File: config.mk
export PLATFORM = sky130hd
export DESIGN_NAME = base64_stream_decoder_unit
export DESIGN_NICKNAME = d
export VERILOG_FILES = /design/src/b64d_pkg.sv /design/src/b64d_step.sv /design/src/base64_stream_decoder_unit.sv
export SDC_FILE = /design/constraint.sdc
export NUM_CORES = 1
export LEC_CHECK = 0
export BUFFER_PORTS_ARGS = -buffer_cell sky130_fd_sc_hd__buf_2
export CAP_MARGIN = 20
export CORE_UTILIZATION = 28
export CTS_BUF_LIST = sky130_fd_sc_hd__clkbuf_16
export CTS_CLUSTER_DIAMETER = 200
export DETAILED_ROUTE_END_ITERATION = 16
export PLACE_DENSITY = 0.53
export SYNTH_ARGS = -nofsm -noshare
export SYNTH_HDL_FRONTEND = slang
export SYNTH_SLANG_ARGS = --single-unit
export TNS_END_PERCENT = 20
File: constraint.sdc
create_clock -name clk -period 4.3 [get_ports clk]
set_input_delay 0.215 -clock clk [delete_from_list [all_inputs] [get_ports clk]]
set_output_delay 0.215 -clock clk [all_outputs]
set_load 0.01 [all_outputs]
File: src/b64d_pkg.sv
package b64d_pkg;

    localparam int unsigned POSITION_BITS_DEFAULT = 16;
    localparam int unsigned POS_OUT_BITS = 16;
    localparam int unsigned GROUP_SIZE = 4;
    localparam logic [1:0] LAST_PHASE = 2'(GROUP_SIZE - 1);
    localparam logic [1:0] PAD_PHASE = 2'(GROUP_SIZE - 2);
    localparam logic [7:0] PAD_CHAR = 8'h3D;
    localparam logic [6:0] SEXTET_NONE = 7'd64;

    typedef enum logic [1:0] {
        STAT_OK       = 2'd0,
        STAT_BAD_CHAR = 2'd1,
        STAT_BAD_LEN  = 2'd2
    } status_t;

    // results released by one character: data bytes first, then an optional status
    typedef struct packed {
        logic [2:0][7:0]         bytes;
        logic [1:0]              nbytes;
        logic                    has_status;
        status_t                 code;
        logic [POS_OUT_BITS-1:0] pos;
    } res_grp_t;

    // rfc 4648 alphabet, SEXTET_NONE for anything else
    function automatic logic [6:0] sextet_of(input logic [7:0] c);
        logic [6:0] v;
        v = SEXTET_NONE;
        priority if (c >= 8'h41 && c <= 8'h5A)
            v = 7'(c - 8'h41);
        else if (c >= 8'h61 && c <= 8'h7A)
            v = 7'(c - 8'h61 + 8'd26);
        else if (c >= 8'h30 && c <= 8'h39)
            v = 7'(c - 8'h30 + 8'd52);
        else if (c == 8'h2B)
            v = 7'd62;
        else if (c == 8'h2F)
            v = 7'd63;
        else
            v = SEXTET_NONE;
        return v;
    endfunction

endpackage

File: src/b64d_step.sv
module b64d_step #(
    parameter int unsigned POSITION_BITS = b64d_pkg::POSITION_BITS_DEFAULT
) (
    input  logic [7:0]               char_in,
    input  logic                     last_char,
    input  logic [1:0]               phase,
    input  logic [17:0]              held,
    input  logic [POSITION_BITS-1:0] count,
    input  logic                     err_seen,
    input  logic [POSITION_BITS-1:0] err_index,
    input  logic                     pad_pend,
    output logic [1:0]               phase_next,
    output logic [17:0]              held_next,
    output logic [POSITION_BITS-1:0] count_next,
    output logic                     err_seen_next,
    output logic [POSITION_BITS-1:0] err_index_next,
    output logic                     pad_pend_next,
    output b64d_pkg::res_grp_t       grp
);
    import b64d_pkg::*;

    localparam logic [POSITION_BITS-1:0] COUNT_MAX = '1;

    logic [6:0]               sext;
    logic                     is_pad;
    logic [23:0]              word;
    logic [2:0][7:0]          bytes;
    logic [1:0]               nbytes;
    logic                     e_seen;
    logic [POSITION_BITS-1:0] e_idx;
    logic                     p_pend;
    logic [17:0]              h_new;
    logic [POSITION_BITS-1:0] cnt_inc;

    always_comb
    begin
        sext   = sextet_of(char_in);
        is_pad = (char_in == PAD_CHAR);
        word   = {held, sext[5:0]};
        bytes  = '0;
        nbytes = 2'd0;
        e_seen = err_seen;
        e_idx  = err_index;
        p_pend = pad_pend;
        h_new  = held;

        if (!err_seen)
        begin
            if (pad_pend)
            begin
                // third place was '=', fourth must be a final '='
                if (is_pad && last_char)
                begin
                    bytes[0] = {held[11:6], held[5:4]};
                    nbytes   = 2'd1;
                end
                else
                begin
                    e_seen = 1'b1;
                end
                p_pend = 1'b0;
            end
            else if (sext != SEXTET_NONE)
            begin
                if (phase == LAST_PHASE)
                begin
                    bytes[0] = word[23:16];
                    bytes[1] = word[15:8];
                    bytes[2] = word[7:0];
                    nbytes   = 2'd3;
                end
                h_new = word[17:0];
            end
            else if (is_pad && phase == PAD_PHASE && !last_char)
            begin
                p_pend = 1'b1;
                e_idx  = count;
            end
            else if (is_pad && phase == LAST_PHASE && last_char)
            begin
                bytes[0] = held[17:10];
                bytes[1] = held[9:2];
                nbytes   = 2'd2;
            end
            else
            begin
                e_seen = 1'b1;
                e_idx  = count;
            end
        end

        cnt_inc = (count < COUNT_MAX) ? count + 1'b1 : count;

        grp            = '0;
        grp.bytes      = bytes;
        grp.nbytes     = nbytes;
        grp.has_status = 1'b0;
        grp.code       = STAT_OK;
        grp.pos        = '0;

        if (last_char)
        begin
            if (phase != LAST_PHASE)
            begin
                grp.nbytes     = 2'd0;
                grp.has_status = 1'b1;
                grp.code       = STAT_BAD_LEN;
                grp.pos        = POS_OUT_BITS'(cnt_inc);
            end
            else if (e_seen)
            begin
                grp.nbytes     = 2'd0;
                grp.has_status = 1'b1;
                grp.code       = STAT_BAD_CHAR;
                grp.pos        = POS_OUT_BITS'(e_idx);
            end
            else
            begin
                grp.has_status = 1'b1;
            end
            // string done, back to the reset state
            phase_next     = 2'd0;
            held_next      = '0;
            count_next     = '0;
            err_seen_next  = 1'b0;
            err_index_next = '0;
            pad_pend_next  = 1'b0;
        end
        else
        begin
            phase_next     = phase + 2'd1;
            held_next      = h_new;
            count_next     = cnt_inc;
            err_seen_next  = e_seen;
            err_index_next = e_idx;
            pad_pend_next  = p_pend;
        end
    end

endmodule

File: src/base64_stream_decoder_unit.sv
// path: an accepted character request is registered in char_reg, then decoded into
//   grp_reg once the group frees up, and its results are offered from there
// throughput: one character request per cycle while each yields at most one result and no
//   out_stall holds it; the result port moves one result per cycle, so a full group of 3
//   bytes (4 at the end of a string) holds the decode stage until its last one leaves
// reset: asynchronous active-low rst_n clears the decode state and both stage valids
module base64_stream_decoder_unit #(
    parameter int unsigned POSITION_BITS = b64d_pkg::POSITION_BITS_DEFAULT
) (
    input  logic                              clk,
    input  logic                              rst_n,
    // character requests
    input  logic                              in_valid,
    output logic                              in_stall,
    input  logic [7:0]                        char_in,
    input  logic                              last_char,
    // result requests
    output logic                              out_valid,
    input  logic                              out_stall,
    output logic [7:0]                        data_byte,
    output logic                              is_status,
    output logic [1:0]                        status_code,
    output logic [b64d_pkg::POS_OUT_BITS-1:0] position,
    output logic                              last_result
);
    import b64d_pkg::*;

    // input register: holds one character so a new request can land while
    // the result group is still draining
    logic       in_vld_reg;
    logic       in_vld_next;
    logic [7:0] char_reg;
    logic       last_reg;

    // decoder state, advanced when a character moves into the result group
    logic [1:0]               phase_reg,   phase_next;
    logic [17:0]              held_reg,    held_next;
    logic [POSITION_BITS-1:0] count_reg,   count_next;
    logic                     err_reg,     err_next;
    logic [POSITION_BITS-1:0] err_idx_reg, err_idx_next;
    logic                     pad_reg,     pad_next;

    // result group register and its read pointer
    res_grp_t   grp_reg;
    res_grp_t   grp_new;
    logic [2:0] total_reg;
    logic [2:0] total_new;
    logic [2:0] ptr_reg;
    logic [2:0] ptr_next;

    logic in_accept;
    logic out_accept;
    logic grp_free;
    logic move;

    b64d_step #(
        .POSITION_BITS(POSITION_BITS)
    ) u_step (
        .char_in        (char_reg),
        .last_char      (last_reg),
        .phase          (phase_reg),
        .held           (held_reg),
        .count          (count_reg),
        .err_seen       (err_reg),
        .err_index      (err_idx_reg),
        .pad_pend       (pad_reg),
        .phase_next     (phase_next),
        .held_next      (held_next),
        .count_next     (count_next),
        .err_seen_next  (err_next),
        .err_index_next (err_idx_next),
        .pad_pend_next  (pad_next),
        .grp            (grp_new)
    );

    assign total_new = {1'b0, grp_new.nbytes} + {2'b0, grp_new.has_status};

    // output side: data bytes in order, then the status item if any
    assign out_valid  = (ptr_reg < total_reg);
    assign out_accept = out_valid && !out_stall;

    always_comb
    begin
        if ({1'b0, ptr_reg[1:0]} < {1'b0, grp_reg.nbytes} && ptr_reg < 3'd3)
        begin
            data_byte   = grp_reg.bytes[ptr_reg[1:0]];
            is_status   = 1'b0;
            status_code = STAT_OK;
            position    = '0;
            last_result = 1'b0;
        end
        else
        begin
            data_byte   = '0;
            is_status   = 1'b1;
            status_code = grp_reg.code;
            position    = grp_reg.pos;
            last_result = 1'b1;
        end
    end

    // the group frees up when it is empty or its final result leaves this cycle
    assign grp_free = !out_valid || ((ptr_reg + 3'd1 == total_reg) && out_accept);
    assign move     = in_vld_reg && grp_free;

    assign in_stall    = in_vld_reg && !move;
    assign in_accept   = in_valid && !in_stall;
    assign in_vld_next = in_accept || (in_vld_reg && !move);

    always_comb
    begin
        if (move)
            ptr_next = 3'd0;
        else if (out_accept)
            ptr_next = ptr_reg + 3'd1;
        else
            ptr_next = ptr_reg;
    end

    always_ff @(posedge clk or negedge rst_n)
    begin
        if (!rst_n)
        begin
            in_vld_reg  <= 1'b0;
            ptr_reg     <= 3'd0;
            total_reg   <= 3'd0;
            phase_reg   <= 2'd0;
            held_reg    <= '0;
            count_reg   <= '0;
            err_reg     <= 1'b0;
            err_idx_reg <= '0;
            pad_reg     <= 1'b0;
        end
        else
        begin
            in_vld_reg <= in_vld_next;
            ptr_reg    <= ptr_next;
            if (move)
            begin
                total_reg   <= total_new;
                phase_reg   <= phase_next;
                held_reg    <= held_next;
                count_reg   <= count_next;
                err_reg     <= err_next;
                err_idx_reg <= err_idx_next;
                pad_reg     <= pad_next;
            end
        end
    end

    // payload registers, no reset needed
    always_ff @(posedge clk)
    begin
        if (in_accept)
        begin
            char_reg <= char_in;
            last_reg <= last_char;
        end
        if (move)
            grp_reg <= grp_new;
    end

endmodule
# Word-level counts from Yosys, hierarchy flattened
# Index checks and enable logic that the tools add are counted.
dict set report classes {
  eq_ne 10
  n_shift 0
  n_addsub 9
  n_bitwise 3
  div 0
  n_mul 0
  mux 55
  reduce_logical 28
  magnitude_cmp 11
}
# cell n
set ops {}
lappend ops {{$mux 16} 13}
lappend ops {{$mux 18} 4}
lappend ops {{$mux 21} 2}
lappend ops {{$mux 7} 5}
lappend ops {{$mux 8} 4}
lappend ops {{$eq 8x6->1 const B} 3}
lappend ops {{$mux 2} 9}
lappend ops {{$mux 17} 1}
lappend ops {{$add 16x1->16 const B} 1}
lappend ops {{$bmux 8 s2} 1}
lappend ops {{$ge 8x7->1 const B} 2}
lappend ops {{$le 8x7->1 const B} 2}
lappend ops {{$lt 16x16->1 const B} 1}
lappend ops {{$logic_and 1x1->1} 14}
lappend ops {{$mux 1} 14}
lappend ops {{$sub 7x7->7 const B} 2}
lappend ops {{$ge 8x6->1 const B} 1}
lappend ops {{$le 8x6->1 const B} 1}
lappend ops {{$add 7x5->7 const B} 1}
lappend ops {{$add 7x6->7 const B} 1}
lappend ops {{$ne 7x7->1 const B} 1}
lappend ops {{$sub 7x6->7 const B} 1}
lappend ops {{$mux 3} 2}
lappend ops {{$ne 2x2->1 const B} 3}
lappend ops {{other kinds (17)} 27}
dict set report word_totals {
  output_inout_bits 30
  ram_bits 0
  latch_bits 0
  n_memories 0
  word_cells 134
  romBits 0
  input_bits 13
  reg_bits 114
}

# Longest topological paths before layout
dict set report depth {
  ltp_word 14
  mapped_depth 14
  mapped_depth_nobuf 12
}

# Cells and area by module
# A second synthesis with hierarchy kept.
dict set report hier_totals {
  cells_unflattened 643
  area_unflattened_um2 6906.6
}
# module seq_area_each_um2 area_each_um2 cells_each instances
set modules_own_cells {}
lappend modules_own_cells {base64_stream_decoder_unit 3118.0 4471.8 270 1}
lappend modules_own_cells {b64d_step 0.0 2434.8 373 1}

# Worst setup path before layout
# Ideal clock, no wire load.
dict set report synth_timing {
  path_kind {register -> register}
  startpoint {reg ptr_reg[0]}
  endpoint {reg grp_reg[0] in the netlist's numbering, enable pin}
  t_arrival_ps 3143
  path_buffers 2
  stages_incl_launch_ff 8
  required_ps 3875
  period_less_slack_ps 3568
  path_slack_ps 732
  setup_ps 425
  cell_sequence {dfrtp_1 > clkbuf_1 > inv_1 > ha_1 > o41ai_1 > nand2_1 > inv_1 > clkbuf_1}
}
dict set report synth_between {
  elab_chain_len 5
  elab_cells_between_ends 8
  cone_classes {add/sub (1); order compare (1); eq/ne (1); reduce/logical (5)}
}
# item line
set synth_rtl {}
lappend synth_rtl {{from (decl)} base64_stream_decoder_unit.sv:48} ;# logic [2:0] ptr_reg;
lappend synth_rtl {{from (signal assigned)} base64_stream_decoder_unit.sv:137} ;# ptr_reg <= ptr_next;
lappend synth_rtl {{$add 3x1->3 or $lt 3x3->1 (tied branches)} {base64_stream_decoder_unit.sv:103, base64_stream_decoder_unit.sv:79}}
lappend synth_rtl {{$eq 3x3->1 or $logic_and 1x1->1 (tied branches)} {base64_stream_decoder_unit.sv:103, base64_stream_decoder_unit.sv:80}}
lappend synth_rtl {{$logic_and 1x1->1} base64_stream_decoder_unit.sv:103} ;# assign grp_free = !out_valid || ((ptr_reg + 3'd1 == total_reg) && out_accept);
lappend synth_rtl {{$logic_or 1x1->1 *} base64_stream_decoder_unit.sv:103}
lappend synth_rtl {{$logic_and 1x1->1 *} base64_stream_decoder_unit.sv:104} ;# assign move = in_vld_reg && grp_free;
lappend synth_rtl {{net move} base64_stream_decoder_unit.sv:54} ;# logic move;
lappend synth_rtl {{to (signal assigned)} base64_stream_decoder_unit.sv:160} ;# grp_reg <= grp_new;
lappend synth_rtl {{to (decl)} base64_stream_decoder_unit.sv:44} ;# res_grp_t grp_reg;
# The timed path passes the listed nets; every way through them passes the cells marked *.
# A chain may end at the register's enable or synchronous reset.

# Worst setup path in the final report
dict set report layout_timing {
  startpoint {reg char_reg[2]}
  endpoint {reg grp_reg[14] in the netlist's numbering (data pin)}
}
dict set report layout_between {
  elab_chain_len 12
  elab_cells_between_ends 41
  cone_classes {add/sub (5); order compare (6); eq/ne (4); mux (18); reduce/logical (8)}
}
# item line
set layout_rtl {}
lappend layout_rtl {{from (decl)} base64_stream_decoder_unit.sv:32} ;# logic [7:0] char_reg;
lappend layout_rtl {{from (signal assigned)} base64_stream_decoder_unit.sv:156} ;# char_reg <= char_in;
lappend layout_rtl {{branches (longest 10 deep; another with $sub 7x6->7)} -}
lappend layout_rtl {{$mux 17 *} b64d_step.sv:110} ;# else if (e_seen)
lappend layout_rtl {{$mux 21 *} b64d_step.sv:103} ;# if (phase != LAST_PHASE)
# Every way passes the cells marked *.

==> impl_metrics.ini <==
[synth]
yosys.area.top_type = edfxtp_1
ys_ff_latch = 114
synth_top_area_share_pct = 25.6
synth_common_cells = nand2_1 (62), dfrtp_1 (61), nor2_1 (57)
synth_edf_count = 53
synth_top_family_by_area = simple AND/OR/NAND/NOR gates
synth_area_leaders = edfxtp_1 (26%), dfrtp_1 (25%), a22o_1 (3.8%)
yosys.cell_count.top_type = nand2_1
synth_xor_area_share_pct = 1.13
postSynthNetCount = 659
synth_ff_type = dfrtp_1
synthArstFlopShare_pct = 53.5
synthAdderAreaFrac_pct = 3.42
ys_warn_count = 0
synthCells = 629
ys_seq_area_share_pct = 50.1
synthSimpleGateAreaFrac_pct = 19.8
yosysUniqueCellTypes = 60
syn_area_per_cell_um2 = 9.90
muxShareOfSynthArea_pct = 3.05
synthesis.area_mm2 = 0.00623
synth_compound_gate_area_share_pct = 17.5

[critical_path]
regToRegSetupSlack_ps = 680
path_cells = inv_1 > ha_1 > nor2b_1 > a2bb2oi_1 > a211oi_1 > nor4_2 > nand4b_4 > nor4_4 > buf_4 > mux2i_1 > o32ai_1
cp_slowest_cell = edfxtp_1
cp_slowest_stage_delay_ps = 520
required_ps = 4430
crit_family = simple AND/OR/NAND/NOR gates
critPathLaunch = char_reg[2]
endpoint_kind = flop
crit_fanout = 39
path_class = reg2reg
crit_buf_inv = 2
worst_setup_path_start_kind = flop
r2r_start = char_reg[2]
cp.arrival_ps = 3750

[sta]
hold_violations = 0
slew_headroom_pct = 41.0
rsz0062_at_grt = no
final.setup.tns_ps = 0
tightest_slew_ps = 881
finClkSkew_ps = 8.10
setup_viol = 0
timing.fmax_mhz = 276
min_period_over_period_pct = 84.3
drv_slew = 0
period_needed_ps = 3620

[clocking]
cts_buffer_depth = 2
insertion_delay_ps = 420
numCtsBuffers = 17
clock_sinks = 114
clkTransAtPathRegs_ps = 50
cts_htree_levels = 4
clock-root-buffer = clkbuf_16
cts_tree = done

[global_routing]
grt_overflow = 0
grt_max_degree = 42
track_usage_pct = 14.1
grt_pass1_wl_um = 24900
first_global_vias = 4646
antenna_found_initial = 0

[die]
die_w_um = 151
num_rows = 54
dieHeight_um = 151
start_util_pct = 28.5
io_pins = 43
core_area_mm2 = 0.0218
dieArea_mm2 = 0.0228

[routing]
viasPerCell = 5.04
ant_nets = 0
firstDrtPassIters = 4
wl_per_cell_um = 15.6
first_iter_violations = 320
vias = 4856
drc = 0
finalWirelength_um = 15000

[run]
maxCapViolations = 0

[layout]
drive_gt1_share_pct = 13.6
n_fill_cell = 2213
nNetsFinal = 702
area_growth_pct = 19.5
antenna_cells = 0
final_cells = 964
largest_register_ffs = 44

[run_status]
status = finished clean

[power]
peakVddDrop_mv = 0.450
power.leakage_nw = 3.05
p_per_area_mw_per_mm2 = 752

[placement]
dp.cells = 922
hpwl_um = 9730
gp_congestion = 0.901
io_buffers = 42

[hold_path]
hold_path.class = in2reg
hp-start = out_stall
-- final timing paths --
path / endpoint / cells past startpoint
hold / removal: ptr_reg[0] / 4
min in group asynchronous: held_reg[16] / 2
setup / recovery: grp_reg[14] / 11
hold reg to reg: err_idx_reg[14] / 1
setup reg to reg: grp_reg[14] / 11
max in group asynchronous: held_reg[7] / 3
-- report_power, final --
part	switching, mW	internal, mW
Clock	0.486	1.01
Combinational	1.46	0.768
Sequential	0.246	1.63
-- metal layers --
layer / up-vias / GRT usage, % / part of all wire [%]
met2: 150 / 21.2 / 44
met4: 0 / 5.60 / 1.4
met5: - / 0 / 0
li1: 2385 / - / -
met1: 2297 / 19.7 / 50
met3: 24 / 3.04 / 4.3
-- cell usage in the layout, fill, tap and decap left out, types with 27 or more instances in the layout --
cell	instances
nor2_1	57
inv_1	33
a21oi_1	37
and2_1	33
edfxtp_1	53
o21ai_0	27
dfrtp_1	61
buf_2	42
nand2_1	62
a22o_1	27
-- cell families (layout without fill, tap and decap cells) --
family | after synthesis | after routing
AO/OA/AOI/OAI | 155 | 155
XOR/XNOR | 8 | 8
adder cells (fa/ha/maj) | 17 | 17
buffers and inverters | 75 | 130
flip-flops | 114 | 114
multiplexers | 19 | 19
AND/OR/NAND/NOR | 241 | 241
-- cell type report --
cell class	instances	area, um2	area share, %
Tap cell	280	350	4.71
Timing Repair Buffer	66	430	5.79
Clock buffer	17	425	5.72
Inverter	33	124	1.66
Sequential cell	114	3120	41.9
Clock inverter	14	195	2.62
Multi-Input combinational cell	440	2800	37.6
-- tightest hold or removal path, cell delays in order --
cell and delay (ps):
buf_2 90, nor2b_1 80, xnor2_1 140, nor2_1 40
-- stage by stage --
stage / setup slack (ps) / hold slack (ps) / power (mW) / util (%) / instance area [um2]
global placement: 812 / 335 / 4.12 / 30.7 / 6710
floorplan: 732 / -80.6 / 3.40 / - / 6230
CTS: 709 / 164 / 5.66 / 34.1 / 7440
finish: 676 / 184 / 5.59 / 34.1 / 7440
global route: 329 / 183 / 6.00 / 34.1 / 7440
detailed placement: 731 / 339 / 4.14 / 30.7 / 6710
-- timing repair --
action	4_1_cts	5_1_grt
hold buffers	11	0
buffers inserted	0	0
gates resized for setup	0	0
endpoints found under the hold margin	38	0
Note: power is estimated with default switching activity, not from simulation.
